[config.mk]
export PLATFORM = sky130hd
export DESIGN_NAME = single_wire_sensor_frame_receiver_unit
export DESIGN_NICKNAME = d
export VERILOG_FILES = /design/src/hw/rtl/swsr_pkg.sv /design/src/hw/rtl/swsr_cfg.sv /design/src/hw/rtl/swsr_core.sv /design/src/hw/rtl/single_wire_sensor_frame_receiver_unit.sv
export VERILOG_INCLUDE_DIRS = /design/src /design/src/hw/rtl
export SDC_FILE = /design/constraint.sdc
export NUM_CORES = 1
export LEC_CHECK = 0
export BUFFER_PORTS_ARGS = -buffer_cell sky130_fd_sc_hd__buf_2
export CAP_MARGIN = 40
export CORE_ASPECT_RATIO = 1.5
export CORE_MARGIN = 2
export CORE_UTILIZATION = 45
export DETAILED_ROUTE_END_ITERATION = 8
export SETUP_SLACK_MARGIN = 0.02
export SLEW_MARGIN = 20
export SYNTH_ARGS = -nofsm -noshare
export SYNTH_HDL_FRONTEND = slang
export SYNTH_SLANG_ARGS = --single-unit
[constraint.sdc]
create_clock -name clk -period 6.01 [get_ports clk]
set_clock_uncertainty 0.15 [all_clocks]
set_input_delay 1.202 -clock clk [delete_from_list [all_inputs] [get_ports clk]]
set_output_delay 1.202 -clock clk [all_outputs]
set_load 0.05 [all_outputs]
[src/hw/rtl/single_wire_sensor_frame_receiver_unit_macros.svh]
// Assertion macros shared by the receiver RTL.
// Each macro expects signals named clk and rst_n in the scope of use.
`ifndef SINGLE_WIRE_SENSOR_FRAME_RECEIVER_UNIT_MACROS_SVH
`define SINGLE_WIRE_SENSOR_FRAME_RECEIVER_UNIT_MACROS_SVH

// Consequent must hold in the same cycle as the antecedent.
`define SWSR_ASSERT_SAME(lbl, ante, cons) \
    lbl: assert property (@(posedge clk) disable iff (!rst_n) (ante) |-> (cons)) \
        else $error("receiver same-cycle check failed");

// Consequent must hold in the cycle after the antecedent.
`define SWSR_ASSERT_NEXT(lbl, ante, cons) \
    lbl: assert property (@(posedge clk) disable iff (!rst_n) (ante) |=> (cons)) \
        else $error("receiver next-cycle check failed");

`endif

[src/hw/rtl/swsr_pkg.sv]
package swsr_pkg;

    localparam int TICK_W      = 16;
    localparam int LIMIT_W     = 8;
    localparam int FRAME_W     = 40;
    localparam int HUM_W       = 15;
    localparam int TEMP_W      = 16;
    localparam int PULSE_COUNT = 41;
    localparam int PULSE_W     = $clog2(PULSE_COUNT + 1);
    localparam int CFG_IDX_W   = 3;
    localparam int CFG_DATA_W  = 16;

    localparam logic [TICK_W-1:0]  START_LOW_TICKS_RST = 16'd1100;
    localparam logic [LIMIT_W-1:0] ACK_START_LIMIT_RST = 8'd25;
    localparam logic [LIMIT_W-1:0] ACK_END_LIMIT_RST   = 8'd50;
    localparam logic [LIMIT_W-1:0] SYNC_LIMIT_RST      = 8'd70;
    localparam logic [LIMIT_W-1:0] HIGH_LIMIT_RST      = 8'd100;
    localparam logic [LIMIT_W-1:0] BIT_THRESHOLD_RST   = 8'd6;

    typedef enum logic [CFG_IDX_W-1:0] {
        CFG_START_LOW_TICKS = 3'd0,
        CFG_ACK_START_LIMIT = 3'd1,
        CFG_ACK_END_LIMIT   = 3'd2,
        CFG_SYNC_LIMIT      = 3'd3,
        CFG_HIGH_LIMIT      = 3'd4,
        CFG_BIT_THRESHOLD   = 3'd5
    } cfg_idx_t;

    typedef enum logic [2:0] {
        PH_IDLE      = 3'd0,
        PH_START_LOW = 3'd1,
        PH_ACK_START = 3'd2,
        PH_ACK_END   = 3'd3,
        PH_SYNC      = 3'd4,
        PH_HIGH      = 3'd5
    } phase_t;

    typedef struct packed {
        logic [TICK_W-1:0]  start_low_ticks;
        logic [LIMIT_W-1:0] ack_start_limit;
        logic [LIMIT_W-1:0] ack_end_limit;
        logic [LIMIT_W-1:0] sync_limit;
        logic [LIMIT_W-1:0] high_limit;
        logic [LIMIT_W-1:0] bit_threshold;
    } cfg_t;

    typedef struct packed {
        logic                     drive_low;
        logic                     busy;
        logic                     done;
        logic                     error;
        logic [HUM_W-1:0]         humidity;
        logic signed [TEMP_W-1:0] temperature;
    } result_t;

endpackage

[src/hw/rtl/swsr_cfg.sv]
module swsr_cfg (
    input  logic                                clk,
    input  logic                                rst_n,
    input  logic                                cfg_wr_en,
    input  logic [swsr_pkg::CFG_IDX_W-1:0]      cfg_index,
    input  logic [swsr_pkg::CFG_DATA_W-1:0]     cfg_wr_data,
    output swsr_pkg::cfg_t                      cfg
);
    import swsr_pkg::*;

    cfg_t cfg_reg;
    cfg_t cfg_next;

    always_comb
    begin
        cfg_next = cfg_reg;
        if (cfg_wr_en)
        begin
            unique case (cfg_idx_t'(cfg_index))
                CFG_START_LOW_TICKS: cfg_next.start_low_ticks = cfg_wr_data[TICK_W-1:0];
                CFG_ACK_START_LIMIT: cfg_next.ack_start_limit = cfg_wr_data[LIMIT_W-1:0];
                CFG_ACK_END_LIMIT:   cfg_next.ack_end_limit   = cfg_wr_data[LIMIT_W-1:0];
                CFG_SYNC_LIMIT:      cfg_next.sync_limit      = cfg_wr_data[LIMIT_W-1:0];
                CFG_HIGH_LIMIT:      cfg_next.high_limit      = cfg_wr_data[LIMIT_W-1:0];
                CFG_BIT_THRESHOLD:   cfg_next.bit_threshold   = cfg_wr_data[LIMIT_W-1:0];
                default:             cfg_next = cfg_reg;
            endcase
        end
    end

    always_ff @(posedge clk or negedge rst_n)
    begin
        if (!rst_n)
        begin
            cfg_reg.start_low_ticks <= START_LOW_TICKS_RST;
            cfg_reg.ack_start_limit <= ACK_START_LIMIT_RST;
            cfg_reg.ack_end_limit   <= ACK_END_LIMIT_RST;
            cfg_reg.sync_limit      <= SYNC_LIMIT_RST;
            cfg_reg.high_limit      <= HIGH_LIMIT_RST;
            cfg_reg.bit_threshold   <= BIT_THRESHOLD_RST;
        end
        else
        begin
            cfg_reg <= cfg_next;
        end
    end

    assign cfg = cfg_reg;

endmodule

[src/hw/rtl/swsr_core.sv]
module swsr_core (
    input  logic                 clk,
    input  logic                 rst_n,
    input  logic                 step,
    input  logic                 req_type,
    input  logic                 line_level,
    input  swsr_pkg::cfg_t       cfg,
    output swsr_pkg::result_t    result
);
    import swsr_pkg::*;

    phase_t                   phase_reg, phase_next;
    logic [TICK_W-1:0]        tick_count_reg, tick_count_next;
    logic [PULSE_W-1:0]       pulse_index_reg, pulse_index_next;
    logic [FRAME_W-1:0]       frame_bits_reg, frame_bits_next;
    logic                     error_seen_reg, error_seen_next;
    logic [HUM_W-1:0]         last_humidity_reg, last_humidity_next;
    logic [TEMP_W-1:0]        last_temperature_reg, last_temperature_next;

    logic [TICK_W-1:0]        tick_inc;
    logic [LIMIT_W-1:0]       wait_limit;
    logic                     want_level;
    logic                     seen;
    logic                     timeout;
    logic                     wait_end;
    logic                     start_end;
    logic                     bit_val;
    logic [FRAME_W-1:0]       frame_shift;
    logic [PULSE_W-1:0]       pulse_inc;
    logic                     last_pulse;
    logic [15:0]              frame_hum;
    logic [15:0]              frame_tmp;
    logic [7:0]               frame_sum;
    logic                     final_error;
    logic [TEMP_W-1:0]        tmp_twos;
    logic                     frame_done;

    // Shared wait and frame arithmetic.
    always_comb
    begin
        tick_inc   = tick_count_reg + TICK_W'(1);
        wait_limit = cfg.high_limit;
        want_level = 1'b0;
        case (phase_reg)
            PH_ACK_START: begin wait_limit = cfg.ack_start_limit; want_level = 1'b1; end
            PH_ACK_END:   begin wait_limit = cfg.ack_end_limit;   want_level = 1'b0; end
            PH_SYNC:      begin wait_limit = cfg.sync_limit;      want_level = 1'b1; end
            default:      begin wait_limit = cfg.high_limit;      want_level = 1'b0; end
        endcase
        seen      = (line_level == want_level);
        timeout   = !seen && (tick_inc > TICK_W'(wait_limit));
        wait_end  = seen || timeout;
        start_end = (tick_inc >= cfg.start_low_ticks);

        bit_val     = (tick_inc > TICK_W'(cfg.bit_threshold));
        frame_shift = {frame_bits_reg[FRAME_W-2:0], bit_val};
        pulse_inc   = pulse_index_reg + PULSE_W'(1);
        last_pulse  = (pulse_inc >= PULSE_W'(PULSE_COUNT));

        frame_hum   = frame_shift[39:24];
        frame_tmp   = frame_shift[23:8];
        frame_sum   = frame_hum[15:8] + frame_hum[7:0] + frame_tmp[15:8] + frame_tmp[7:0];
        final_error = error_seen_reg || timeout || (frame_sum != frame_shift[7:0]);
        if (frame_tmp[15])
            tmp_twos = TEMP_W'(-{1'b0, frame_tmp[14:0]});
        else
            tmp_twos = {1'b0, frame_tmp[14:0]};
    end

    // Next phase.
    always_comb
    begin
        phase_next = phase_reg;
        if (req_type)
        begin
            if (phase_reg == PH_IDLE)
                phase_next = PH_START_LOW;
        end
        else
        begin
            unique case (phase_reg)
                PH_IDLE:      phase_next = PH_IDLE;
                PH_START_LOW: if (start_end) phase_next = PH_ACK_START;
                PH_ACK_START: if (wait_end)  phase_next = PH_ACK_END;
                PH_ACK_END:   if (wait_end)  phase_next = PH_SYNC;
                PH_SYNC:      if (wait_end)  phase_next = PH_HIGH;
                PH_HIGH:      if (wait_end)  phase_next = last_pulse ? PH_IDLE : PH_SYNC;
                default:      phase_next = PH_IDLE;
            endcase
        end
    end

    // Counters, frame and stored values.
    always_comb
    begin
        tick_count_next       = tick_count_reg;
        pulse_index_next      = pulse_index_reg;
        frame_bits_next       = frame_bits_reg;
        error_seen_next       = error_seen_reg;
        last_humidity_next    = last_humidity_reg;
        last_temperature_next = last_temperature_reg;
        frame_done            = 1'b0;
        if (req_type)
        begin
            if (phase_reg == PH_IDLE)
            begin
                tick_count_next  = '0;
                pulse_index_next = '0;
                frame_bits_next  = '0;
                error_seen_next  = 1'b0;
            end
        end
        else
        begin
            case (phase_reg)
                PH_START_LOW:
                begin
                    tick_count_next = start_end ? '0 : tick_inc;
                end
                PH_ACK_START, PH_ACK_END, PH_SYNC:
                begin
                    tick_count_next = wait_end ? '0 : tick_inc;
                    if (timeout)
                        error_seen_next = 1'b1;
                end
                PH_HIGH:
                begin
                    tick_count_next = wait_end ? '0 : tick_inc;
                    if (timeout)
                        error_seen_next = 1'b1;
                    if (wait_end)
                    begin
                        frame_bits_next  = frame_shift;
                        pulse_index_next = pulse_inc;
                        if (last_pulse)
                        begin
                            pulse_index_next = '0;
                            error_seen_next  = final_error;
                            frame_done       = 1'b1;
                            if (final_error)
                            begin
                                last_humidity_next    = '0;
                                last_temperature_next = '0;
                            end
                            else
                            begin
                                last_humidity_next    = frame_hum[HUM_W-1:0];
                                last_temperature_next = tmp_twos;
                            end
                        end
                    end
                end
                default:
                begin
                    tick_count_next = tick_count_reg;
                end
            endcase
        end
    end

    // Result of the current transaction, taken after the update.
    always_comb
    begin
        result.drive_low   = req_type ? (phase_reg == PH_IDLE) : (phase_reg == PH_START_LOW);
        result.busy        = (phase_next != PH_IDLE);
        result.done        = frame_done;
        result.error       = error_seen_next;
        result.humidity    = last_humidity_next;
        result.temperature = last_temperature_next;
    end

    always_ff @(posedge clk or negedge rst_n)
    begin
        if (!rst_n)
        begin
            phase_reg            <= PH_IDLE;
            tick_count_reg       <= '0;
            pulse_index_reg      <= '0;
            frame_bits_reg       <= '0;
            error_seen_reg       <= 1'b0;
            last_humidity_reg    <= '0;
            last_temperature_reg <= '0;
        end
        else if (step)
        begin
            phase_reg            <= phase_next;
            tick_count_reg       <= tick_count_next;
            pulse_index_reg      <= pulse_index_next;
            frame_bits_reg       <= frame_bits_next;
            error_seen_reg       <= error_seen_next;
            last_humidity_reg    <= last_humidity_next;
            last_temperature_reg <= last_temperature_next;
        end
    end

endmodule

[src/hw/rtl/single_wire_sensor_frame_receiver_unit.sv]
// Single-wire humidity/temperature sensor frame receiver. Each input
// transaction is either one line sample (req_type 0) or a start request
// (req_type 1), and each gives exactly one result transaction carrying the
// line drive, busy, done, error and the most recent humidity and temperature.
// A start request while idle drives the line low for start_low_ticks ticks,
// then the receiver waits for the acknowledge pulse and decodes 41 data
// pulses by their high width; the first pulse is discarded and the remaining
// 40 bits hold humidity, temperature and an 8-bit checksum. Any timeout or
// checksum mismatch sets read_error, and both values then read as zero.
// The block takes one transaction every cycle while its results are taken:
// the input register feeds a single pass of the phase machine whose result
// lands in the output register, where it is presented until the receiver
// takes it at an edge without out_stall. A stalled result holds the
// transaction behind it in the input register.
// Configuration registers are written through cfg_wr_en, cfg_index and
// cfg_wr_data and should only be changed while no reading is in progress.
module single_wire_sensor_frame_receiver_unit (
    input  logic                                clk,
    input  logic                                rst_n,
    input  logic                                cfg_wr_en,
    input  logic [swsr_pkg::CFG_IDX_W-1:0]      cfg_index,
    input  logic [swsr_pkg::CFG_DATA_W-1:0]     cfg_wr_data,
    input  logic                                in_valid,
    output logic                                in_stall,
    input  logic                                req_type,
    input  logic                                line_level,
    output logic                                out_valid,
    input  logic                                out_stall,
    output logic                                drive_low,
    output logic                                busy_res,
    output logic                                done_res,
    output logic                                read_error,
    output logic [swsr_pkg::HUM_W-1:0]          humidity,
    output logic signed [swsr_pkg::TEMP_W-1:0]  temperature
);
    import swsr_pkg::*;

`include "single_wire_sensor_frame_receiver_unit_macros.svh"

    cfg_t    cfg;
    result_t core_result;

    // Input register: holds one accepted transaction until the phase
    // machine consumes it.
    logic    in_valid_reg, in_valid_next;
    logic    req_type_reg;
    logic    line_level_reg;

    // Output register: holds one result until the receiver takes it.
    logic    out_valid_reg, out_valid_next;
    result_t result_reg;

    logic    advance;
    logic    step;

    swsr_cfg u_cfg (
        .clk         (clk),
        .rst_n       (rst_n),
        .cfg_wr_en   (cfg_wr_en),
        .cfg_index   (cfg_index),
        .cfg_wr_data (cfg_wr_data),
        .cfg         (cfg)
    );

    // The held transaction moves on whenever the output register is empty
    // or is being emptied in this cycle, so a full pipeline still flows at
    // one transaction per cycle.
    assign advance  = !out_valid_reg || !out_stall;
    assign step     = in_valid_reg && advance;
    assign in_stall = in_valid_reg && !advance;

    swsr_core u_core (
        .clk        (clk),
        .rst_n      (rst_n),
        .step       (step),
        .req_type   (req_type_reg),
        .line_level (line_level_reg),
        .cfg        (cfg),
        .result     (core_result)
    );

    always_comb
    begin
        in_valid_next = in_valid_reg;
        if (!in_stall)
            in_valid_next = in_valid;

        out_valid_next = out_valid_reg;
        if (step)
            out_valid_next = 1'b1;
        else if (!out_stall)
            out_valid_next = 1'b0;
    end

    always_ff @(posedge clk or negedge rst_n)
    begin
        if (!rst_n)
        begin
            in_valid_reg  <= 1'b0;
            out_valid_reg <= 1'b0;
        end
        else
        begin
            in_valid_reg  <= in_valid_next;
            out_valid_reg <= out_valid_next;
        end
    end

    // Payload registers carry no reset; their valid flags guard them.
    always_ff @(posedge clk)
    begin
        if (!in_stall)
        begin
            req_type_reg   <= req_type;
            line_level_reg <= line_level;
        end
        if (step)
            result_reg <= core_result;
    end

    assign out_valid   = out_valid_reg;
    assign drive_low   = result_reg.drive_low;
    assign busy_res    = result_reg.busy;
    assign done_res    = result_reg.done;
    assign read_error  = result_reg.error;
    assign humidity    = result_reg.humidity;
    assign temperature = result_reg.temperature;

    // A completed reading always leaves the receiver idle.
    `SWSR_ASSERT_SAME(a_done_not_busy, out_valid_reg && result_reg.done, !result_reg.busy)
    // Driving the line low only happens while a reading is under way.
    `SWSR_ASSERT_SAME(a_drive_busy, out_valid_reg && result_reg.drive_low, result_reg.busy)
    // A failed reading reports zero for both values.
    `SWSR_ASSERT_SAME(a_error_zero,
        out_valid_reg && result_reg.done && result_reg.error,
        result_reg.humidity == '0 && result_reg.temperature == '0)
    // A consumed transaction always produces a result in the next cycle.
    `SWSR_ASSERT_NEXT(a_step_result, step, out_valid_reg)

endmodule
; ---- Yosys cells after proc, flatten, opt, wreduce, memory -nomap -nowiden
; Index checks and enable logic that the tools add are counted.
[totals]
regBits = 191
in_bits = 26
[classes]
n_addsub = 6
magnitude_cmp = 4
eq_ne = 14
muxes = 46
n_bitwise = 2
n_reduce_logical = 29
[ops]
columns = operator, count
row1 = two-way mux 16 bit, 10
row2 = two-way mux 39 bit, 4
row3 = two-way mux 15 bit, 5
row4 = > comparator 16 x 8 -> 1 bit, 2
row5 = one-hot mux 16 bit (2 select lines), 1
row6 = two-way mux 6 bit, 5
row7 = adder 8 bit, 3
row8 = two-way mux 3 bit, 8
row9 = one-hot mux 8 bit (3 select lines), 1
row10 = adder 16 x 1 -> 16 bit (second input constant), 1
row11 = >= comparator 16 bit, 1
row12 = negator 15 -> 16 bit, 1
row13 = one-hot mux 3 bit (5 select lines), 1
row14 = equality test 3 x 2 -> 1 bit (second input constant), 4
row15 = equality test 3 bit (second input constant), 4
row16 = AND reduction 2 bit, 6
row17 = two-way mux 1 bit, 10
row18 = != test 8 bit, 1
row19 = adder 6 x 1 -> 6 bit (second input constant), 1
row20 = equality test 3 x 1 -> 1 bit (second input constant), 2
row21 = >= comparator 6 bit (second input constant), 1
row22 = logical NOT 3 bit, 2
row23 = nonzero test 3 bit, 2
row24 = OR reduction 3 bit, 2
row25 = 12 further kinds, 23

; ---- Depth between registers and ports, before layout
; Gate-level depths: netlist of run 1.
[logic_depth]
depth_word = 13
depth_mapped = 19
depth_no_buf = 15

; ---- Cells and area by module
; A second synthesis of run 1 with hierarchy kept.
[hier_totals]
cells_unflattened = 961
hier_area_um2 = 10796.6
[by_module_without_submodules]
columns = module, instances, cells_per_inst, area_each_um2, seq_area_each_um2
row1 = swsr_core, 1, 794, 7432.1, 2402.3
row2 = swsr_cfg, 1, 123, 2163.3, 1423.9
row3 = single_wire_sensor_frame_receiver_unit, 1, 44, 1201.2, 1161.1

; ---- Least setup slack after synthesis of run 1
; OpenSTA, ideal clock, no wires.
[synth_path]
kind = reg2reg
startpoint = register u_core.phase_reg[2]
endpoint = register result_reg (netlist bit humidity[12]), data pin
setup_time_ps = 260
arrival_time_ps = 3795
t_required_ps = 5600
path_slack_ps = 1805
path_stages_with_launch = 19
n_path_buf = 4
path_cell_list = dfrtp_1 > clkbuf_1 > clkinv_1 > nand2_1 > clkbuf_1 > o22ai_1 > o21ai_0 > o21ai_0 > ha_1 > nand4_1 > nor3_1 > nor2_1 > a211o_1 > or4_4 > buf_6 > nand4_4 > inv_4 > buf_6 > mux2_4
[synth_rtl]
columns = element, line
row1 = "start, declared", swsr_core.sv:12  ; phase_t phase_reg, phase_next;
row2 = "start signal, assigned", swsr_core.sv:186  ; phase_reg <= phase_next;
row3 = "end signal, assigned", single_wire_sensor_frame_receiver_unit.sv:118  ; result_reg <= core_result;
row4 = "end, declared", single_wire_sensor_frame_receiver_unit.sv:51  ; result_t result_reg;

==> impl_metrics.csv, run 1 <==
group,metric,value,unit
outcome,status,"completed",
logic_synthesis,synthDistinctLibCells,74,
sta,hold_slack,0.348,ns
clock_tree,h-tree-depth,4,
critical_path,max_stage_delay,0.69,ns
clock_tree,cts_max_path_buffers,2,
grt,antenna_found_initial,0,
critical_path,crit_path_top_delay_cell,"dfrtp_1",
logic_synthesis,syn_avg_cell_area,10.9,um2
final_layout,multi_input_comb_area,4910,um2
detailed_routing,detail-route-antenna-nets,0,
floorplan,coreArea,22800,um2
grt,grt_usage,19.8,%
floorplan,design.die.area,24300,um2
logic_synthesis,ys_warn_count,0,
logic_synthesis,async_flop_share,80.6,%
power_and_ir_drop,ir_drop,240,uV
critical_path,cp_max_fo,23,
clock_tree,cts_sinks,191,
clock_tree,numCtsBuffers,17,
critical_path,r2r_start,"u_core.phase_reg[2]",
detailed_routing,drc,0,
detailed_routing,first_pass_iters,4,
floorplan,num_io_pins,63,
floorplan,rows,68,
final_layout,design_area,11500,um2
logic_synthesis,seq_area_frac_synth,48.1,%
min_path,min_path_type,"flop to flop",
final_layout,largest_reg_flops,56,
clock_tree,cts_tree,"built",
final_layout,nFillCells,2157,
critical_path,crit_start,"u_core.phase_reg[2]",
placed_design,dpl-instance-area,11000,um2
sta,period_minus_slack,5.06,ns
grt,grt_pass1_wl,37300,um
logic_synthesis,ys.flop_type,"dfrtp_1",
clock_tree,root_buffer,"clkbuf_16",
critical_path,crit_type,"flop to flop",
detailed_routing,via_per_inst,5.52,
logic_synthesis,synth_area,10400,um2
flow_run,drv_cap,0,
power_and_ir_drop,p_leak,0.00521,uW
clock_tree,clk_latency,0.45,ns
sta,setup_tns,0,ns
final_layout,syn2layout_area_growth,11.2,%
floorplan,start_util,45.5,%
placed_design,port_buffers,62,
critical_path,cp.arrival,5.11,ns
logic_synthesis,yosys.area.top_type,"dfrtp_1",
logic_synthesis,syn_nets,1031,
critical_path,cp-start-kind,"flop",
sta,drv_slew,0,
floorplan,die_height,190,um
logic_synthesis,yosys-top-cells-count,"dfrtp_1, nand2_1, inv_1",
placed_design,dp_hpwl,16300,um
placed_design,place_ws,1.03,ns
sta,finalCritPeriodShare,84.2,%
sta,finalHoldViolCount,0,
final_layout,drive_gt1_share,23.4,%
clock_tree,postCtsSetupBuffers,0,
clock_tree,cts.repair.resized,0,
detailed_routing,drt_iter0_markers,423,
placed_design,place.gp.congestion,0.827,
sta,final-setup-viol-count,0,
sta,worst_slew_pin_slew,0.866,ns
final_layout,regArea,4990,um2
placed_design,place_inst,1260,
sta,slew-limit-headroom,42.2,%
final_layout,fin_nets,1082,
floorplan,die_w,128,um
logic_synthesis,synth_top_area_share,32.8,%
critical_path,crit_buf_inv,2,
sta,clock.fmax,198,MHz
min_path,min-delay-start,"in_valid_reg",
sta,fin_ws,0.951,ns
logic_synthesis,synth_edf_count,37,
grt,grt_overflow,0,
detailed_routing,drt-total-wl,22400,um
grt,grt_pass1_vias,7106,
critical_path,path_cells,"clkinv_1 -> nor2_1 -> a221oi_1 -> a21oi_1 -> a21oi_1 -> ha_1 -> nand4_1 -> nor3_1 -> nor2_1 -> a211o_1 -> or4_4 -> nand4_4 -> inv_4 -> mux2_4",
final_layout,final_cells,1292,
critical_path,required,6.06,ns
detailed_routing,vias,7134,
detailed_routing,avgRoutedWirePerCell,17.4,um
critical_path,endpoint_kind,"flop",
logic_synthesis,yosysMostFrequentCell,"dfrtp_1",
clock_tree,path_clk_slew,0.08,ns
clock_tree,postCtsHoldBufs,0,
sta,rsz0062_at_grt,"no",
logic_synthesis,synth.area.top_cells,"dfrtp_1, edfxtp_1, mux2_2, ha_1, dfstp_2",
logic_synthesis,synth_seq_cells,191,
logic_synthesis,synthesis.instances,948,
grt,grt_max_degree,57,
critical_path,crit_family,"simple AND/OR/NAND/NOR gates",
power_and_ir_drop,powerDensity,369,nW/um2
final_layout,diodes,0,
## worst paths after layout
kind	to	slack (ns)	cells after the start
max in group asynchronous	u_core.last_temperature_reg[13]	4.07	2
min in group asynchronous	u_cfg.cfg[49]	0.55	1
setup / recovery	humidity[13]	0.95	14
setup reg to reg	humidity[13]	0.95	14
hold reg to reg	out_valid	0.35	1
hold / removal	out_valid	0.35	1
## cell families (layout without fill, tap and decap cells)
family / count (synthesis) / count (layout) / share of synthesized area (%)
fa+ha+maj: 57 / 57 / 7.89
simple gates: 242 / 242 / 11.8
xor+xnor: 41 / 41 / 3.46
compound gates: 211 / 211 / 14.0
mux: 87 / 87 / 10.0
flops: 191 / 191 / 48.1
buf+inv: 119 / 183 / 4.73
## final cells by class
type                            instances  share of cell area [%]
Inverter                               73                    2.40
Tap cell                              280                    3.04
Timing Repair Buffer                   78                    3.79
Multi-Input combinational cell        638                    42.6
Clock inverter                         14                    1.06
Sequential cell                       191                    43.2
Clock buffer                           18                    3.90
## cell usage in the layout, fill, tap and decap left out, types with 23 or more instances in the layout
cell / instances
nand2_1: 87
xnor2_1: 24
nor2_1: 34
nand2b_1: 23
a22o_1: 29
ha_1: 43
o21ai_0: 50
dfrtp_1: 136
a21oi_1: 34
buf_2: 61
inv_1: 70
mux2_2: 64
edfxtp_1: 37
## per-layer routing
metal / GRT usage (%) / up-vias / part of all wire (%)
met3: 3.26 / 28 / 1.8
met2: 36.7 / 83 / 56
met1: 22.7 / 3528 / 40
li1: - / 3495 / -
met4: 7.06 / 0 / 2.3
met5: 0 / - / 0
## report_power, final
part           internal [uW]  switching [uW]  leakage, uW  total [uW]
registers               1510             173      0.00234        1690
clock network            569             539     0.000288        1110
logic                    593             872      0.00259        1460
## through the flow
stage	total power, uW	util, %
3_3_place_gp	3160	48.0
6_report	4260	50.6
5_1_grt	4570	50.6
2_1_floorplan	2790	-
4_1_cts	4320	50.6
3_5_place_dp	3190	48.1
Power figures use the tool's default switching activity.
==> run 2: changes to the inputs <==
clock period = 5.3 ns   (was 6.01 ns; I/O delays follow)
==> run 2 against run 1 <==
Compared with the run above:
- clock-buffer cell count did not move
- die area did not move
- critical path depth fell by 2
- total power rose by 16%
- highest routed layer unchanged
==> impl_metrics.csv, run 2 (synthesis gave the netlist of run 1 again) <==
group,metric,value,unit
outcome,status,"completed",
clock_tree,cts_tree,"built",
grt,antenna_found_initial,0,
detailed_routing,drc,0,
sta,setup_tns,0,ns
critical_path,cp-start-kind,"flop",
grt,met3_usage,3.63,%
critical_path,crit_family,"simple AND/OR/NAND/NOR gates",
final_layout,regArea,4990,um2
min_path,min_path_type,"input pin to asynchronous set/reset pin",
grt,grt_overflow,0,
clock_tree,numCtsBuffers,17,
critical_path,crit_buf_inv,1,
placed_design,port_buffers,62,
critical_path,cp.arrival,4.85,ns
detailed_routing,detail-route-antenna-nets,0,
final_layout,syn2layout_area_growth,12.3,%
power_and_ir_drop,fin_total_pwr,4920,uW
sta,clock.fmax,208,MHz
sta,slew-limit-headroom,47.3,%
critical_path,crit_path_top_delay_cell,"dfrtp_1",
final_layout,fin_nets,1090,
clock_tree,cts_sinks,191,
sta,finalHoldViolCount,0,
floorplan,design.die.area,24300,um2
clock_tree,h-tree-depth,4,
clock_tree,postCtsSetupBuffers,0,
detailed_routing,drt-total-wl,22800,um
power_and_ir_drop,seqPwrFrac,38.0,%
detailed_routing,avgRoutedWirePerCell,17.6,um
grt,use_met1,22.6,%
power_and_ir_drop,ir_drop,285,uV
clock_tree,clk_latency,0.45,ns
detailed_routing,drt_iter0_markers,372,
grt,grt_max_degree,67,
grt,grt_pass1_vias,7067,
sta,finalCritPeriodShare,90.5,%
floorplan,coreArea,22800,um2
critical_path,endpoint_kind,"flop",
sta,drv_slew,0,
floorplan,rows,68,
clock_tree,root_buffer,"clkbuf_16",
power_and_ir_drop,netSwitchingPower,1830,uW
critical_path,required,5.36,ns
power_and_ir_drop,p_int,3100,uW
final_layout,layout_common_cells,"dfrtp_1, nand2_1, inv_1",
clock_tree,path_clk_slew,0.07,ns
sta,worst_slew_pin_slew,0.790,ns
floorplan,start_util,45.5,%
final_layout,multi_input_comb_area,4910,um2
power_and_ir_drop,p_sw_share,37.1,%
power_and_ir_drop,comb_power_share,35.8,%
placed_design,place.gp.congestion,0.854,
sta,rsz0062_at_grt,"no",
clock_tree,cts_max_path_buffers,2,
power_and_ir_drop,powerDensity,423,nW/um2
sta,period_minus_slack,4.80,ns
detailed_routing,first_pass_iters,6,
final_layout,largest_reg_flops,56,
sta,final-setup-viol-count,0,
critical_path,cp_max_fo,23,
sta,hold_slack,0.329,ns
power_and_ir_drop,p_clk_share,26.2,%
floorplan,num_io_pins,63,
clock_tree,cts.repair.resized,0,
flow_run,drv_cap,0,
floorplan,die_height,190,um
clock_tree,postCtsHoldBufs,0,
critical_path,path_cells,"nand2_1 -> nand2_1 -> o21ai_0 -> ha_1 -> nand4_1 -> nor3_1 -> nor2_1 -> a211o_1 -> or4_4 -> nand4_4 -> inv_4 -> mux2_4",
detailed_routing,vias,7247,
grt,grt_pass1_wl,37500,um
final_layout,mostFrequentLayoutCell,"dfrtp_1",
final_layout,diodes,0,
critical_path,max_stage_delay,0.72,ns
floorplan,die_w,128,um
final_layout,nFillCells,2108,
placed_design,dp_hpwl,16500,um
grt,grt_usage,20.0,%
grt,met2_usage,36.3,%
critical_path,cpMostUsedCell,"nand2_1",
critical_path,crit_type,"flop to flop",
power_and_ir_drop,p_leak,0.00525,uW
detailed_routing,via_per_inst,5.57,
grt,top_usage_layer,"met2",
final_layout,drive_gt1_share,24.0,%
==> run 2: final cells by class <==
cell class,count,share of cell area (%)
flip-flops and latches,191,42.8
multi-input cells,638,42.2
clock inverters,14,1.27
well taps,280,3.01
clock buffers,18,3.77
repair buffers,86,4.57
inverters,73,2.37
==> run 2: per-stage QoR <==
| step | instances | area [um2] | worst slack (ns) | util (%) |
|---|---|---|---|---|
| 2_1_floorplan | 948 | 10400 | 1.09 | - |
| 3_3_place_gp | 1265 | 11000 | 0.539 | 48.2 |
| 3_5_place_dp | 1267 | 11000 | 0.504 | 48.4 |
| 4_1_cts | 1299 | 11600 | 0.509 | 51.0 |
| 5_1_grt | 1300 | 11600 | 0.184 | 51.1 |
| 6_report | 1300 | 11600 | 0.503 | 51.1 |
==> run 2: path summary, 6_finish.rpt <==
| kind | from | end | slack, ns | cells after the start |
|---|---|---|---|---|
| max in group asynchronous | rst_n | u_core.last_humidity_reg[2] | 3.60 | 3 |
| min reg2reg | in_valid_reg | out_valid | 0.34 | 1 |
| max | u_core.phase_reg[1] | temperature[1] | 0.50 | 12 |
| min | rst_n | u_cfg.cfg[51] | 0.33 | 1 |
| max reg2reg | u_core.phase_reg[1] | temperature[1] | 0.50 | 12 |
| min in group clk | in_valid_reg | out_valid | 0.34 | 1 |
==> run 2: per-layer routing <==
layer / up-vias / part of all wire, %
li1: 3507 / -
met1: 3564 / 40
met2: 128 / 54
met3: 48 / 2.8
met4: 0 / 3.5
met5: - / 0
==> run 2: power groups by stage <==
stage,Sequential (uW),Clock [uW],Combinational [uW]
6_report,1870,1290,1760
5_1_grt,1900,1380,1980
4_1_cts,1880,1320,1770
3_5_place_dp,1910,0,1760
3_3_place_gp,1910,0,1740
2_1_floorplan,1910,0,1250
